`src/hdl/bone_world_position_transform_top_defines.svh`:
```
// Assertion macros shared by the transform block.
`ifndef BONE_WORLD_POSITION_TRANSFORM_TOP_DEFINES_SVH
`define BONE_WORLD_POSITION_TRANSFORM_TOP_DEFINES_SVH

// Same-cycle implication, checked on every rising edge outside reset.
`define BWPT_ASSERT_IMP(lbl, ante, cons, msg) \
  lbl: assert property (@(posedge clk) disable iff (rst) (ante) |-> (cons)) else $error(msg);

// Next-cycle implication, checked on every rising edge outside reset.
`define BWPT_ASSERT_NXT(lbl, ante, cons, msg) \
  lbl: assert property (@(posedge clk) disable iff (rst) (ante) |=> (cons)) else $error(msg);

`endif

```
`src/hdl/bwpt_pkg.sv`:
```
// Types, constants and step tables of the bone world position transform.
package bwpt_pkg;

  localparam int W_Q     = 32;
  localparam int W_T     = 48;
  localparam int W_MUL   = 48;
  localparam int W_PROD  = 2 * W_MUL;
  localparam int W_CNT   = 6;
  localparam int W_QP    = 35;
  localparam int W_ROT   = 37;
  localparam int W_ACC   = 98;
  localparam int W_STEP  = 5;
  localparam int Q_SHIFT = 29;
  localparam int M_SHIFT = 30;
  localparam int P_SHIFT = 16;
  localparam logic [W_STEP-1:0] LOAD_PROD_LAST = 5'd8;
  localparam logic [W_STEP-1:0] LOAD_LAST      = 5'd17;
  localparam logic [W_STEP-1:0] POINT_LAST     = 5'd8;
  localparam logic [W_ROT-1:0]  ONE_Q30        = 37'sd1 << 30;

  localparam logic CMD_LOAD  = 1'b0;
  localparam logic CMD_POINT = 1'b1;

  typedef enum logic [1:0] {
    S_IDLE,
    S_ISSUE,
    S_WAIT,
    S_DONE
  } bwpt_state_t;

  typedef struct packed {
    logic                  cmd;
    logic signed [W_Q-1:0] quat_x;
    logic signed [W_Q-1:0] quat_y;
    logic signed [W_Q-1:0] quat_z;
    logic signed [W_Q-1:0] quat_w;
    logic signed [W_Q-1:0] scale_x;
    logic signed [W_Q-1:0] scale_y;
    logic signed [W_Q-1:0] scale_z;
    logic signed [W_T-1:0] trans_x;
    logic signed [W_T-1:0] trans_y;
    logic signed [W_T-1:0] trans_z;
  } bwpt_in_t;

  typedef struct packed {
    logic signed [W_T-1:0] pos_x;
    logic signed [W_T-1:0] pos_y;
    logic signed [W_T-1:0] pos_z;
  } bwpt_out_t;

  typedef struct packed {
    logic                      start;
    logic signed [W_MUL-1:0]   a;
    logic signed [W_MUL-1:0]   b;
  } bwpt_mul_req_t;

  typedef struct packed {
    logic                      done;
    logic signed [W_PROD-1:0]  prod;
  } bwpt_mul_rsp_t;

  // Point step s covers row i = s mod 3 of column j = s div 3.
  function automatic logic [1:0] pt_row(input logic [W_STEP-1:0] s);
    unique case (s)
      5'd0, 5'd3, 5'd6: pt_row = 2'd0;
      5'd1, 5'd4, 5'd7: pt_row = 2'd1;
      default:          pt_row = 2'd2;
    endcase
  endfunction

  function automatic logic [1:0] pt_col(input logic [W_STEP-1:0] s);
    unique case (s)
      5'd0, 5'd1, 5'd2: pt_col = 2'd0;
      5'd3, 5'd4, 5'd5: pt_col = 2'd1;
      default:          pt_col = 2'd2;
    endcase
  endfunction

  // Matrix entry i*3+j used by point step s.
  function automatic logic [3:0] pt_entry(input logic [W_STEP-1:0] s);
    unique case (s)
      5'd0:    pt_entry = 4'd0;
      5'd1:    pt_entry = 4'd3;
      5'd2:    pt_entry = 4'd6;
      5'd3:    pt_entry = 4'd1;
      5'd4:    pt_entry = 4'd4;
      5'd5:    pt_entry = 4'd7;
      5'd6:    pt_entry = 4'd2;
      5'd7:    pt_entry = 4'd5;
      default: pt_entry = 4'd8;
    endcase
  endfunction

endpackage

```
`src/hdl/bwpt_mul.sv`:
```
// Bit-serial signed 48 by 48 multiplier, one multiplier bit per cycle.
module bwpt_mul (
  input  logic                   clk,
  input  logic                   rst,
  input  bwpt_pkg::bwpt_mul_req_t req,
  output bwpt_pkg::bwpt_mul_rsp_t rsp
);
  import bwpt_pkg::*;

  logic signed [W_MUL-1:0] a_reg;
  logic        [W_MUL-1:0] b_sh;
  logic signed [W_MUL:0]   hi;
  logic        [W_MUL-1:0] lo;
  logic        [W_CNT-1:0] cnt;
  logic                    busy;
  logic                    done;
  logic                    last;
  logic signed [W_MUL+1:0] addend;
  logic signed [W_MUL+1:0] sum;

  assign last = (cnt == W_CNT'(W_MUL - 1));

  // The sign bit of the multiplier carries negative weight.
  always_comb begin
    if (!b_sh[0]) begin
      addend = '0;
    end else if (last) begin
      addend = -{{2{a_reg[W_MUL-1]}}, a_reg};
    end else begin
      addend = {{2{a_reg[W_MUL-1]}}, a_reg};
    end
    sum = {hi[W_MUL], hi} + addend;
  end

  always_ff @(posedge clk) begin
    if (rst) begin
      busy <= 1'b0;
      done <= 1'b0;
      cnt  <= '0;
    end else begin
      done <= 1'b0;
      if (req.start) begin
        busy <= 1'b1;
        cnt  <= '0;
      end else if (busy) begin
        cnt <= cnt + 1'b1;
        if (last) begin
          busy <= 1'b0;
          done <= 1'b1;
        end
      end
    end
  end

  always_ff @(posedge clk) begin
    if (req.start) begin
      a_reg <= req.a;
      b_sh  <= req.b;
      hi    <= '0;
      lo    <= '0;
    end else if (busy) begin
      hi   <= sum[W_MUL+1:1];
      lo   <= {sum[0], lo[W_MUL-1:1]};
      b_sh <= {1'b0, b_sh[W_MUL-1:1]};
    end
  end

  assign rsp.done = done;
  assign rsp.prod = {hi[W_MUL-1:0], lo};

endmodule

```
`src/hdl/bone_world_position_transform_top.sv`:
```
// Top level of the bone world position transform: sequencer, stored transform and output word.
// A point word gives its result after nine products on the multiplier.
// A load word takes eighteen products and gives no result.
// Each product runs on the single bit-serial 48 x 48 multiplier.
// Throughput: one word at a time; the next word is taken once the sequencer is idle.
// Reset (rst, synchronous, active high) clears the matrix, the offset and all control state.
module bone_world_position_transform_top (
  input  logic               clk,
  input  logic               rst,
  input  logic               in_valid,
  output logic               in_ready,
  input  bwpt_pkg::bwpt_in_t  in_data,
  output logic               out_valid,
  input  logic               out_ready,
  output bwpt_pkg::bwpt_out_t out_data
);
  import bwpt_pkg::*;

  `include "bone_world_position_transform_top_defines.svh"

  bwpt_state_t state, state_next;

  // The accepted word is held here while the sequencer works through its products.
  bwpt_in_t          in_reg;
  logic [W_STEP-1:0] step;

  // Stored transform: column-major rotation-scale matrix and the world offset.
  logic signed [W_T-1:0] matrix [9];
  logic signed [W_T-1:0] offset [3];

  // Quaternion products, already doubled and brought to Q.30.
  logic signed [W_QP-1:0] qprod [9];

  logic signed [W_ACC-1:0] acc;
  logic signed [W_T-1:0]   pos [3];

  bwpt_mul_req_t mul_req;
  bwpt_mul_rsp_t mul_rsp;

  logic                    is_last;
  logic [W_STEP-1:0]       k5;
  logic [3:0]              k;
  logic signed [W_ROT-1:0] rot;
  logic signed [W_Q-1:0]   scale_sel;
  logic signed [W_Q-1:0]   qa;
  logic signed [W_Q-1:0]   qb;
  logic signed [W_T-1:0]   t_sel;
  logic signed [W_ACC-1:0] acc_base;
  logic signed [W_ACC-1:0] acc_new;
  logic signed [W_ACC-P_SHIFT-1:0] shifted;
  logic signed [W_T-1:0]   sat_val;
  logic [1:0]              row;
  logic [1:0]              col;

  bwpt_mul u_mul (
    .clk (clk),
    .rst (rst),
    .req (mul_req),
    .rsp (mul_rsp)
  );

  assign is_last = (in_reg.cmd == CMD_LOAD) ? (step == LOAD_LAST) : (step == POINT_LAST);
  assign k5      = step - 5'd9;
  assign k       = k5[3:0];
  assign row     = pt_row(step);
  assign col     = pt_col(step);

  // Quaternion product pairs for the first nine load steps.
  always_comb begin
    unique case (step)
      5'd0:    begin qa = in_reg.quat_x; qb = in_reg.quat_x; end
      5'd1:    begin qa = in_reg.quat_y; qb = in_reg.quat_y; end
      5'd2:    begin qa = in_reg.quat_z; qb = in_reg.quat_z; end
      5'd3:    begin qa = in_reg.quat_x; qb = in_reg.quat_y; end
      5'd4:    begin qa = in_reg.quat_x; qb = in_reg.quat_z; end
      5'd5:    begin qa = in_reg.quat_y; qb = in_reg.quat_z; end
      5'd6:    begin qa = in_reg.quat_w; qb = in_reg.quat_x; end
      5'd7:    begin qa = in_reg.quat_w; qb = in_reg.quat_y; end
      default: begin qa = in_reg.quat_w; qb = in_reg.quat_z; end
    endcase
  end

  // Rotation terms of the matrix, built from the stored products.
  // Order of products: xx, yy, zz, xy, xz, yz, wx, wy, wz.
  always_comb begin
    unique case (k)
      4'd0:    rot = ONE_Q30 - (W_ROT'(qprod[1]) + W_ROT'(qprod[2]));
      4'd1:    rot = W_ROT'(qprod[3]) + W_ROT'(qprod[8]);
      4'd2:    rot = W_ROT'(qprod[4]) - W_ROT'(qprod[7]);
      4'd3:    rot = W_ROT'(qprod[3]) - W_ROT'(qprod[8]);
      4'd4:    rot = ONE_Q30 - (W_ROT'(qprod[0]) + W_ROT'(qprod[2]));
      4'd5:    rot = W_ROT'(qprod[5]) + W_ROT'(qprod[6]);
      4'd6:    rot = W_ROT'(qprod[4]) + W_ROT'(qprod[7]);
      4'd7:    rot = W_ROT'(qprod[5]) - W_ROT'(qprod[6]);
      default: rot = ONE_Q30 - (W_ROT'(qprod[0]) + W_ROT'(qprod[1]));
    endcase
    unique case (k)
      4'd0, 4'd1, 4'd2: scale_sel = in_reg.scale_x;
      4'd3, 4'd4, 4'd5: scale_sel = in_reg.scale_y;
      default:          scale_sel = in_reg.scale_z;
    endcase
  end

  always_comb begin
    unique case (row)
      2'd0:    t_sel = in_reg.trans_x;
      2'd1:    t_sel = in_reg.trans_y;
      default: t_sel = in_reg.trans_z;
    endcase
  end

  // Multiplier operands for the current step.
  always_comb begin
    mul_req.start = (state == S_ISSUE);
    if (in_reg.cmd == CMD_POINT) begin
      mul_req.a = t_sel;
      mul_req.b = matrix[pt_entry(step)];
    end else if (step <= LOAD_PROD_LAST) begin
      mul_req.a = W_MUL'(qa);
      mul_req.b = W_MUL'(qb);
    end else begin
      mul_req.a = W_MUL'(rot);
      mul_req.b = W_MUL'(scale_sel);
    end
  end

  // Point accumulation: the first row of a column starts from the offset in Q.32.
  always_comb begin
    if (row == 2'd0) begin
      acc_base = W_ACC'(offset[col]) <<< P_SHIFT;
    end else begin
      acc_base = acc;
    end
    acc_new = acc_base + W_ACC'(mul_rsp.prod);
    shifted = acc_new[W_ACC-1:P_SHIFT];
    if (shifted[W_ACC-P_SHIFT-1:W_T-1] == '0 || shifted[W_ACC-P_SHIFT-1:W_T-1] == '1) begin
      sat_val = shifted[W_T-1:0];
    end else if (shifted[W_ACC-P_SHIFT-1]) begin
      sat_val = {1'b1, {(W_T-1){1'b0}}};
    end else begin
      sat_val = {1'b0, {(W_T-1){1'b1}}};
    end
  end

  always_comb begin
    state_next = state;
    unique case (state)
      S_IDLE:  if (in_valid) state_next = S_ISSUE;
      S_ISSUE: state_next = S_WAIT;
      S_WAIT: begin
        if (mul_rsp.done) begin
          if (!is_last) begin
            state_next = S_ISSUE;
          end else if (in_reg.cmd == CMD_POINT) begin
            state_next = S_DONE;
          end else begin
            state_next = S_IDLE;
          end
        end
      end
      default: if (!out_valid || out_ready) state_next = S_IDLE;
    endcase
  end

  always_comb begin
    in_ready = (state == S_IDLE);
  end

  always_ff @(posedge clk) begin
    if (rst) begin
      state     <= S_IDLE;
      step      <= '0;
      out_valid <= 1'b0;
      for (int i = 0; i < 9; i++) matrix[i] <= '0;
      for (int i = 0; i < 3; i++) offset[i] <= '0;
    end else begin
      state <= state_next;
      if (in_valid && in_ready) begin
        step <= '0;
        if (in_data.cmd == CMD_LOAD) begin
          offset[0] <= in_data.trans_x;
          offset[1] <= in_data.trans_y;
          offset[2] <= in_data.trans_z;
        end
      end
      if (state == S_WAIT && mul_rsp.done) begin
        step <= step + 1'b1;
        if (in_reg.cmd == CMD_LOAD && step > LOAD_PROD_LAST) begin
          // The entry fits well inside 48 bits, so it is taken without saturation.
          matrix[k] <= mul_rsp.prod[M_SHIFT+W_T-1:M_SHIFT];
        end
      end
      if (state == S_DONE && (!out_valid || out_ready)) begin
        out_valid <= 1'b1;
      end else if (out_ready) begin
        out_valid <= 1'b0;
      end
    end
  end

  always_ff @(posedge clk) begin
    if (in_valid && in_ready) begin
      in_reg <= in_data;
    end
    if (state == S_WAIT && mul_rsp.done) begin
      if (in_reg.cmd == CMD_LOAD) begin
        if (step <= LOAD_PROD_LAST) begin
          qprod[step[3:0]] <= mul_rsp.prod[Q_SHIFT+W_QP-1:Q_SHIFT];
        end
      end else begin
        acc <= acc_new;
        if (row == 2'd2) begin
          pos[col] <= sat_val;
        end
      end
    end
    if (state == S_DONE && (!out_valid || out_ready)) begin
      out_data.pos_x <= pos[0];
      out_data.pos_y <= pos[1];
      out_data.pos_z <= pos[2];
    end
  end

  // The multiplier only finishes while the sequencer is waiting on it.
  `BWPT_ASSERT_IMP(a_done_in_wait, mul_rsp.done, state == S_WAIT, "product outside wait state")
  // Only a point word reaches the result stage.
  `BWPT_ASSERT_IMP(a_done_is_point, state == S_DONE, in_reg.cmd == CMD_POINT, "load gave a result")
  // The step counter never runs past the last product of the word.
  `BWPT_ASSERT_IMP(a_step_bound, state == S_WAIT,
                   (in_reg.cmd == CMD_LOAD) ? (step <= LOAD_LAST) : (step <= POINT_LAST),
                   "step beyond last product")
  // A product request is always followed by the wait state.
  `BWPT_ASSERT_NXT(a_issue_then_wait, state == S_ISSUE, state == S_WAIT, "issue not followed by wait")

endmodule
```
`config.mk`:
```
export PLATFORM = sky130hd
export DESIGN_NAME = bone_world_position_transform_top
export DESIGN_NICKNAME = d
export VERILOG_FILES = /design/src/hdl/bwpt_pkg.sv /design/src/hdl/bwpt_mul.sv /design/src/hdl/bone_world_position_transform_top.sv
export VERILOG_INCLUDE_DIRS = /design/src /design/src/hdl
export SDC_FILE = /design/constraint.sdc
export NUM_CORES = 2
export LEC_CHECK = 0
export BUFFER_PORTS_ARGS = -buffer_cell sky130_fd_sc_hd__buf_2
export CORE_MARGIN = 2
export CORE_UTILIZATION = 60
export CTS_BUF_LIST = sky130_fd_sc_hd__clkbuf_2 sky130_fd_sc_hd__clkbuf_4 sky130_fd_sc_hd__clkbuf_8
export CTS_CLUSTER_SIZE = 8
export DETAILED_ROUTE_END_ITERATION = 10
export GPL_TIMING_DRIVEN = 1
export MAX_ROUTING_LAYER = met4
export PLACE_DENSITY = 0.78
export RECOVER_POWER = 100
export SYNTH_ARGS = -nofsm -noshare
export SYNTH_HDL_FRONTEND = slang
export SYNTH_SLANG_ARGS = --single-unit
```
`constraint.sdc`:
```
create_clock -name clk -period 13.7 [get_ports clk]
set_clock_uncertainty 0.1 [all_clocks]
set_input_delay 2.74 -clock clk [delete_from_list [all_inputs] [get_ports clk]]
set_output_delay 2.74 -clock clk [all_outputs]
set_load 0.01 [all_outputs]
```
== Word level (Yosys, flattened, before mapping) ==
Memories as Yosys holds them, arrays and structs flattened. A register that Yosys moved wholly into a read port is not among the register bits.
Cells that the tools add are included.
Operators by class
  bitwise gates (word level): 5
  equal/unequal tests: 25
  add/subtract/negate cells: 18
  reductions and logical operators: 32
  order comparisons: 2
  muxes and demuxes: 59
Operators by type and width (count)
  2-to-1 mux 48 bit: 8
  case mux 37 bit (8 select lines): 1
  adder 35 x 35 -> 36 bit: 6
  2-to-1 mux 96 bit: 2
  case mux 32 bit (2 select lines): 2
  subtractor 32 x 36 -> 37 bit, first input constant: 3
  subtractor 35 x 35 -> 36 bit: 3
  2-to-1 mux 50 bit: 2
  adder 98 x 96 -> 98 bit: 1
  2-to-1 mux 98 bit: 1
  case mux 32 bit (3 select lines): 1
  case mux 48 bit (2 select lines): 1
  adder 50 bit: 1
  negation 50 bit: 1
  OR reduction 48 bit: 1
  equality test 35 bit, second input constant: 1
  zero test 35 bit: 1
  OR reduction 3 bit: 9
  2-to-1 mux 1 bit: 26
  equality test 5 x 3 -> 1 bit, second input constant: 4
  equality test 4 x 3 -> 1 bit, second input constant: 4
  2-to-1 mux 4 bit: 3
  equality test 5 x 2 -> 1 bit, second input constant: 2
  2-to-1 mux 2 bit: 5
  32 further kinds: 52
Word-level totals
  logic and storage cells: 168
  memory bits (read-only): 24
  bits in registers: 676
  input bits: 373
  RAM bits: 1035
  memories: 5
  output and inout bits: 146
Memories
  matrix: depth 9, width 48, read ports 1, clocked after memory_dff 0, wr ports 9, line bone_world_position_transform_top.sv:28  | logic signed [W_T-1:0] matrix [9];
  qprod: depth 9, width 35, read ports 9, clocked after memory_dff 0, wr ports 1, line bone_world_position_transform_top.sv:32  | logic signed [W_QP-1:0] qprod [9];
  offset: depth 3, width 48, read ports 1, clocked after memory_dff 0, wr ports 3, line bone_world_position_transform_top.sv:29  | logic signed [W_T-1:0] offset [3];
  pos: depth 3, width 48, read ports 3, clocked after memory_dff 3, wr ports 1, line bone_world_position_transform_top.sv:35  | logic signed [W_T-1:0] pos [3];
  (name not given): depth 8, width 3, read ports 1, clocked after memory_dff 1, wr ports 0, line bwpt_pkg.sv:81  | unique case (s)

== Longest topological paths before layout ==
  depth in word-level cells: 9
  depth in mapped cells: 32
  gate-level depth less buffers: 27

== Cells and area by module ==
From an unflattened synthesis, not the netlist that was laid out.
Second synthesis, totals
  cell total of the unflattened synthesis: 8860
  area total of the unflattened synthesis: 101467.3 um^2
Modules (own cells, without submodules)
  bone_world_position_transform_top: times used 1, cells each 7674, area each 89683.5 um^2, seq. area each 49647.6 um^2
  bwpt_mul: times used 1, cells each 1186, area each 11783.8 um^2, seq. area each 4984.8 um^2

== Least setup slack after synthesis ==
OpenSTA, ideal clock, no wires.
  path kind: input to register
  start: in in_valid
  end: reg (tool-made name)
  data required time: 13491 ps
  slack: 2250 ps
  path buffers: 0
  stages: 7
  library setup time: 109 ps
  data arrival time: 11241 ps
  cells stage by stage: nand2_1 inv_1 nor2_1 a22oi_1 nor2_1 ha_1 inv_1
RTL lines
  start: declaration: line bone_world_position_transform_top.sv:10  | input logic in_valid,

== Final worst setup path ==
  start: reg step[2]
  end: mem pos[1][26], data pin
On the way
  cells in the longest elaborated chain, start to end: 9
  elaborated cells between the ends (all ways): 23
  those cells by class: add/sub: 1; eq/ne: 8; mux: 5; reduce/logical: 8; memory: 1
Ends and longest elaborated chain
  start: declaration: line bone_world_position_transform_top.sv:25  | logic [W_STEP-1:0] step;
  start signal: assignment: line bone_world_position_transform_top.sv:187  | step <= step + 1'b1;
  equality test 5 x 2 -> 1 bit (tied with other cells): line bwpt_pkg.sv:64, bwpt_pkg.sv:72
  OR reduction 3 bit (on tied branches): line bwpt_pkg.sv:72, bwpt_pkg.sv:64
  case mux 2 bit (2 select lines) (on tied branches): line bwpt_pkg.sv:72, bwpt_pkg.sv:64
  memory read (3 x 48 bit) or zero test 2 bit (tied branches)
  2-to-1 mux 98 bit *: line bone_world_position_transform_top.sv:129  | if (row == 2'd0) begin
  adder 98 x 96 -> 98 bit *: line bone_world_position_transform_top.sv:134  | acc_new = acc_base + W_ACC'(mul_rsp.prod);
  via acc_new[91]: line bone_world_position_transform_top.sv:49  | logic signed [W_ACC-1:0] acc_new;
  equality test 35 bit or zero test 35 bit (tied branches): line bone_world_position_transform_top.sv:136  | if (shifted[W_ACC-P_SHIFT-1:W_T-1] == '0 || shifted[W_ACC-P_SHIFT-1:W_T-1] == '1) begin
  logical OR 1 bit *: line bone_world_position_transform_top.sv:136
  2-to-1 mux 48 bit *: line bone_world_position_transform_top.sv:136
  via sat_val[26]: line bone_world_position_transform_top.sv:51  | logic signed [W_T-1:0] sat_val;
  end: declaration: line bone_world_position_transform_top.sv:35
The timed path passes the listed nets; every way through them passes the cells marked *.

==> reports/qor.log <==
INFO  yosys          yosysTopAreaCell=edfxtp_1
INFO  global_routing grt_antenna_before_repair=55
INFO  die            die_x=413um
INFO  yosys          synth.avg_cell_area=11.3squm
INFO  cts            total_clock_buffers_created_by_cts=324
INFO  die            floorplan.core_area=167,000squm
INFO  yosys          net_count_after_synthesis=9,849
INFO  place          place_area=105,000squm
INFO  status         run_status=finished, violations left
INFO  die            initial_core_util=60.2%
INFO  detailed_routing avgRoutedWirePerCell=31.1um
INFO  status         violations=capacitance limit, slew limit
INFO  power_and_ir_drop maximum_vdd_ir_drop=0.168mV
INFO  worst_hold_path hold-path-cell-count=0
INFO  worst_setup_path ff_to_ff_path_depth=21
INFO  cts            clock_sink_count=1,858
INFO  detailed_routing detail_route.first_pass.iterations=9
INFO  global_routing maximum_number_of_pins_on_one_net_before_global_route_repair=199
INFO  die            rows=150
INFO  yosys          synthesis.instances=8,889
INFO  sta            whs=0.298ns
INFO  global_routing grt_overflow_total=0
INFO  die            die_height=413um
INFO  finish         final_nets=10,376
INFO  place          dp.final_hpwl=265mm
INFO  finish         final_layout_size_suffix_gt1_share=9.99%
INFO  sta            post-route-period-util=81.5%
INFO  yosys          netlist_top_cells_area=edfxtp_1, ha_1, a21oi_1
INFO  place          globalplace.congestion=1.03
INFO  finish         layout_commonest_cell=edfxtp_1
INFO  detailed_routing routed_wirelength=369mm
INFO  detailed_routing drt.antenna.violating_nets=0
INFO  yosys          yosys_reg_bits=1,858
INFO  power_and_ir_drop total_power_consumption_of_the_routed_design=15.2mW
INFO  place          dp_slack=4.57ns
INFO  cts            cts.repair_timing.setup_buffer_count=0
INFO  run            timing.max_cap.violations=78
INFO  finish         largest_register_ff_count=432
INFO  yosys          yosys.area.top_type_share=52.1%
INFO  sta            timing.final.setup_violations=0
INFO  finish         final_cells=11,865
INFO  die            io_pins=519
INFO  finish         design_area=111,000squm
INFO  sta            layout_setup_ws=2.54ns
INFO  sta            timing.setup.tns=0ns
INFO  yosys          synth_flop_cell=edfxtp_1
INFO  worst_setup_path cp.arrival=11.82ns
INFO  cts            cts-root-to-sink-buffers=4
INFO  cts            max_h_tree_level=5
INFO  die            design.die.area=171,000squm
INFO  detailed_routing detail_route.vias_per_cell=6.69
INFO  worst_setup_path worst_ep_required_time=14.36ns
INFO  detailed_routing drt_drc_violations_left=0
INFO  power_and_ir_drop power_leakage=42.9nW
INFO  place          dp.cells=11,294
INFO  global_routing grt_pass1_wl=516mm
INFO  sta            timing.final.crit_period=11.16ns
INFO  global_routing number_of_global_route_vias_before_repair=74,197
INFO  power_and_ir_drop p_per_area=137nW/um^2
INFO  cts            cts_hold_buffers=0
INFO  finish         n_fill_cell=12,548
INFO  worst_setup_path worstSetupEndpointType=flop
INFO  detailed_routing vias=79,333
INFO  sta            slew_headroom=-257%
INFO  cts            clk_transition_reported_paths=0.06ns
INFO  yosys          ys_async_rst_share=0%
INFO  cts            tritoncts=yes
INFO  finish         mostFrequentLayoutCells=edfxtp_1, a21oi_1, nor2_1, ha_1, nand2_1
INFO  finish         post-route-util=66.5%
INFO  global_routing track_usage=43.4%
INFO  sta            report.final.slew_viol_count=3,101
INFO  finish         flow.area_growth_from_synthesis=10.4%
INFO  sta            max_freq=89.6MHz
INFO  detailed_routing detail_route.iter0.violations=12,328
INFO  sta            hold_viol=0
INFO  yosys          synth_cell_type_count=105
INFO  worst_setup_path timing.setup.critical_path_class=flop to flop
INFO  sta            max_slew.worst_pin.slew=5.32ns
INFO  cts            cts_resized=0
INFO  worst_setup_path timing.critical_path.fanout_max=52
INFO  cts            clockRootBuffer=clkbuf_8
INFO  worst_setup_path critPathLaunchType=flop
INFO  yosys          sequential_to_total_area_share_from_yosys_stat=54.4%
INFO  worst_hold_path min_delay_worst_type=flop to flop
INFO  cts            worstSkewPairLatency=1.09ns
INFO  yosys          post_synth_edffs=1,742
INFO  yosys          post_synth_instance_area=100,000squm
INFO  yosys          yosysWarnings=0
INFO  sta            unrepaired_setup_endpoints_after_global_routing=false
INFO  place          portBuffers=518
-- metal layers --
metal / up-vias / global-route usage, % / share of wire, % / wire length [um]
met5: - / - / 0 / 0
met4: 0 / 21.3 / 5.9 / 21800
met3: 954 / 12.5 / 14 / 51400
met2: 5657 / 60.8 / 42 / 156000
met1: 38420 / 57.9 / 38 / 140000
li1: 34302 / - / - / -
-- synthesized netlist by cell type (46+ instances only) --
| cell | n |
|---|---|
| edfxtp_1 | 1742 |
| a21oi_1 | 798 |
| nor2_1 | 726 |
| and2_1 | 600 |
| ha_1 | 576 |
| nand2_1 | 482 |
| clkbuf_1 | 425 |
| inv_1 | 410 |
| o21ai_0 | 410 |
| xnor2_1 | 208 |
| a21o_1 | 204 |
| mux2i_1 | 178 |
| a211oi_1 | 137 |
| nor3_1 | 126 |
| dfxtp_1 | 116 |
| xor2_1 | 110 |
| and3_1 | 109 |
| o21bai_1 | 100 |
| o221ai_1 | 100 |
| nand3_1 | 88 |
| a22oi_1 | 85 |
| nand2b_1 | 71 |
| nand4_1 | 71 |
| nor2b_1 | 68 |
| o21a_1 | 56 |
| mux4_2 | 49 |
| a2111oi_0 | 47 |
| a221oi_1 | 46 |
-- cells by family after synthesis --
logic type / Yosys count / synth area share, %
compound gates: 2433 / 15.8
xor+xnor: 320 / 2.81
fa+ha+maj: 587 / 7.40
buf+inv: 892 / 3.39
flops: 1858 / 54.4
mux: 276 / 3.54
simple gates: 2523 / 12.6
-- worst max-delay path, stage by stage (launching register included) --
cell and delay [ns]:
dfxtp_1 0.83, clkinv_1 0.44, nor2_1 0.18, o21ai_0 0.14, nand2_1 1.59, clkbuf_1 1.20, o21ai_0 0.53, ha_1 0.54
nand2_1 0.14, nor3_1 0.09, a221oi_1 0.33, o21a_1 0.17, o221ai_1 0.11, a211oi_1 1.14, a21oi_1 0.55, a311o_1 0.45
xor2_1 0.27, nand4b_1 0.17, nor4_1 0.08, a31oi_4 0.71, buf_4 0.55, mux2_1 0.42
-- area by class of cell --
class                      count  area, sq um  share of cell area, %
antenna                       45          113                  0.102
timing repair buffer         678         3180                   2.87
sequential                  1858        54600                   49.3
clock buffer                 451         5500                   4.96
tap                         2204         2760                   2.49
inverter                     415         1560                   1.41
clock inverter                75          681                  0.614
multi-input combinational   6139        42400                   38.3
-- power breakdown --
group | switching (mW) | total [mW] | internal, mW
clock network | 2.31 | 5.10 | 2.80
logic | 2.02 | 2.82 | 0.801
registers | 0.391 | 7.27 | 6.88
total | 4.71 | 15.2 | 10.5
-- path summary, 6_finish.rpt --
| path | start | end | slack, ns |
|---|---|---|---|
| max reg2reg | step[2] | pos[1][26] | 2.54 |
| max | step[2] | pos[1][26] | 2.54 |
| min | pos[0][21] | out_data[117] | 0.30 |
| min reg2reg | pos[0][21] | out_data[117] | 0.30 |
Power figures use the tool's default switching activity.
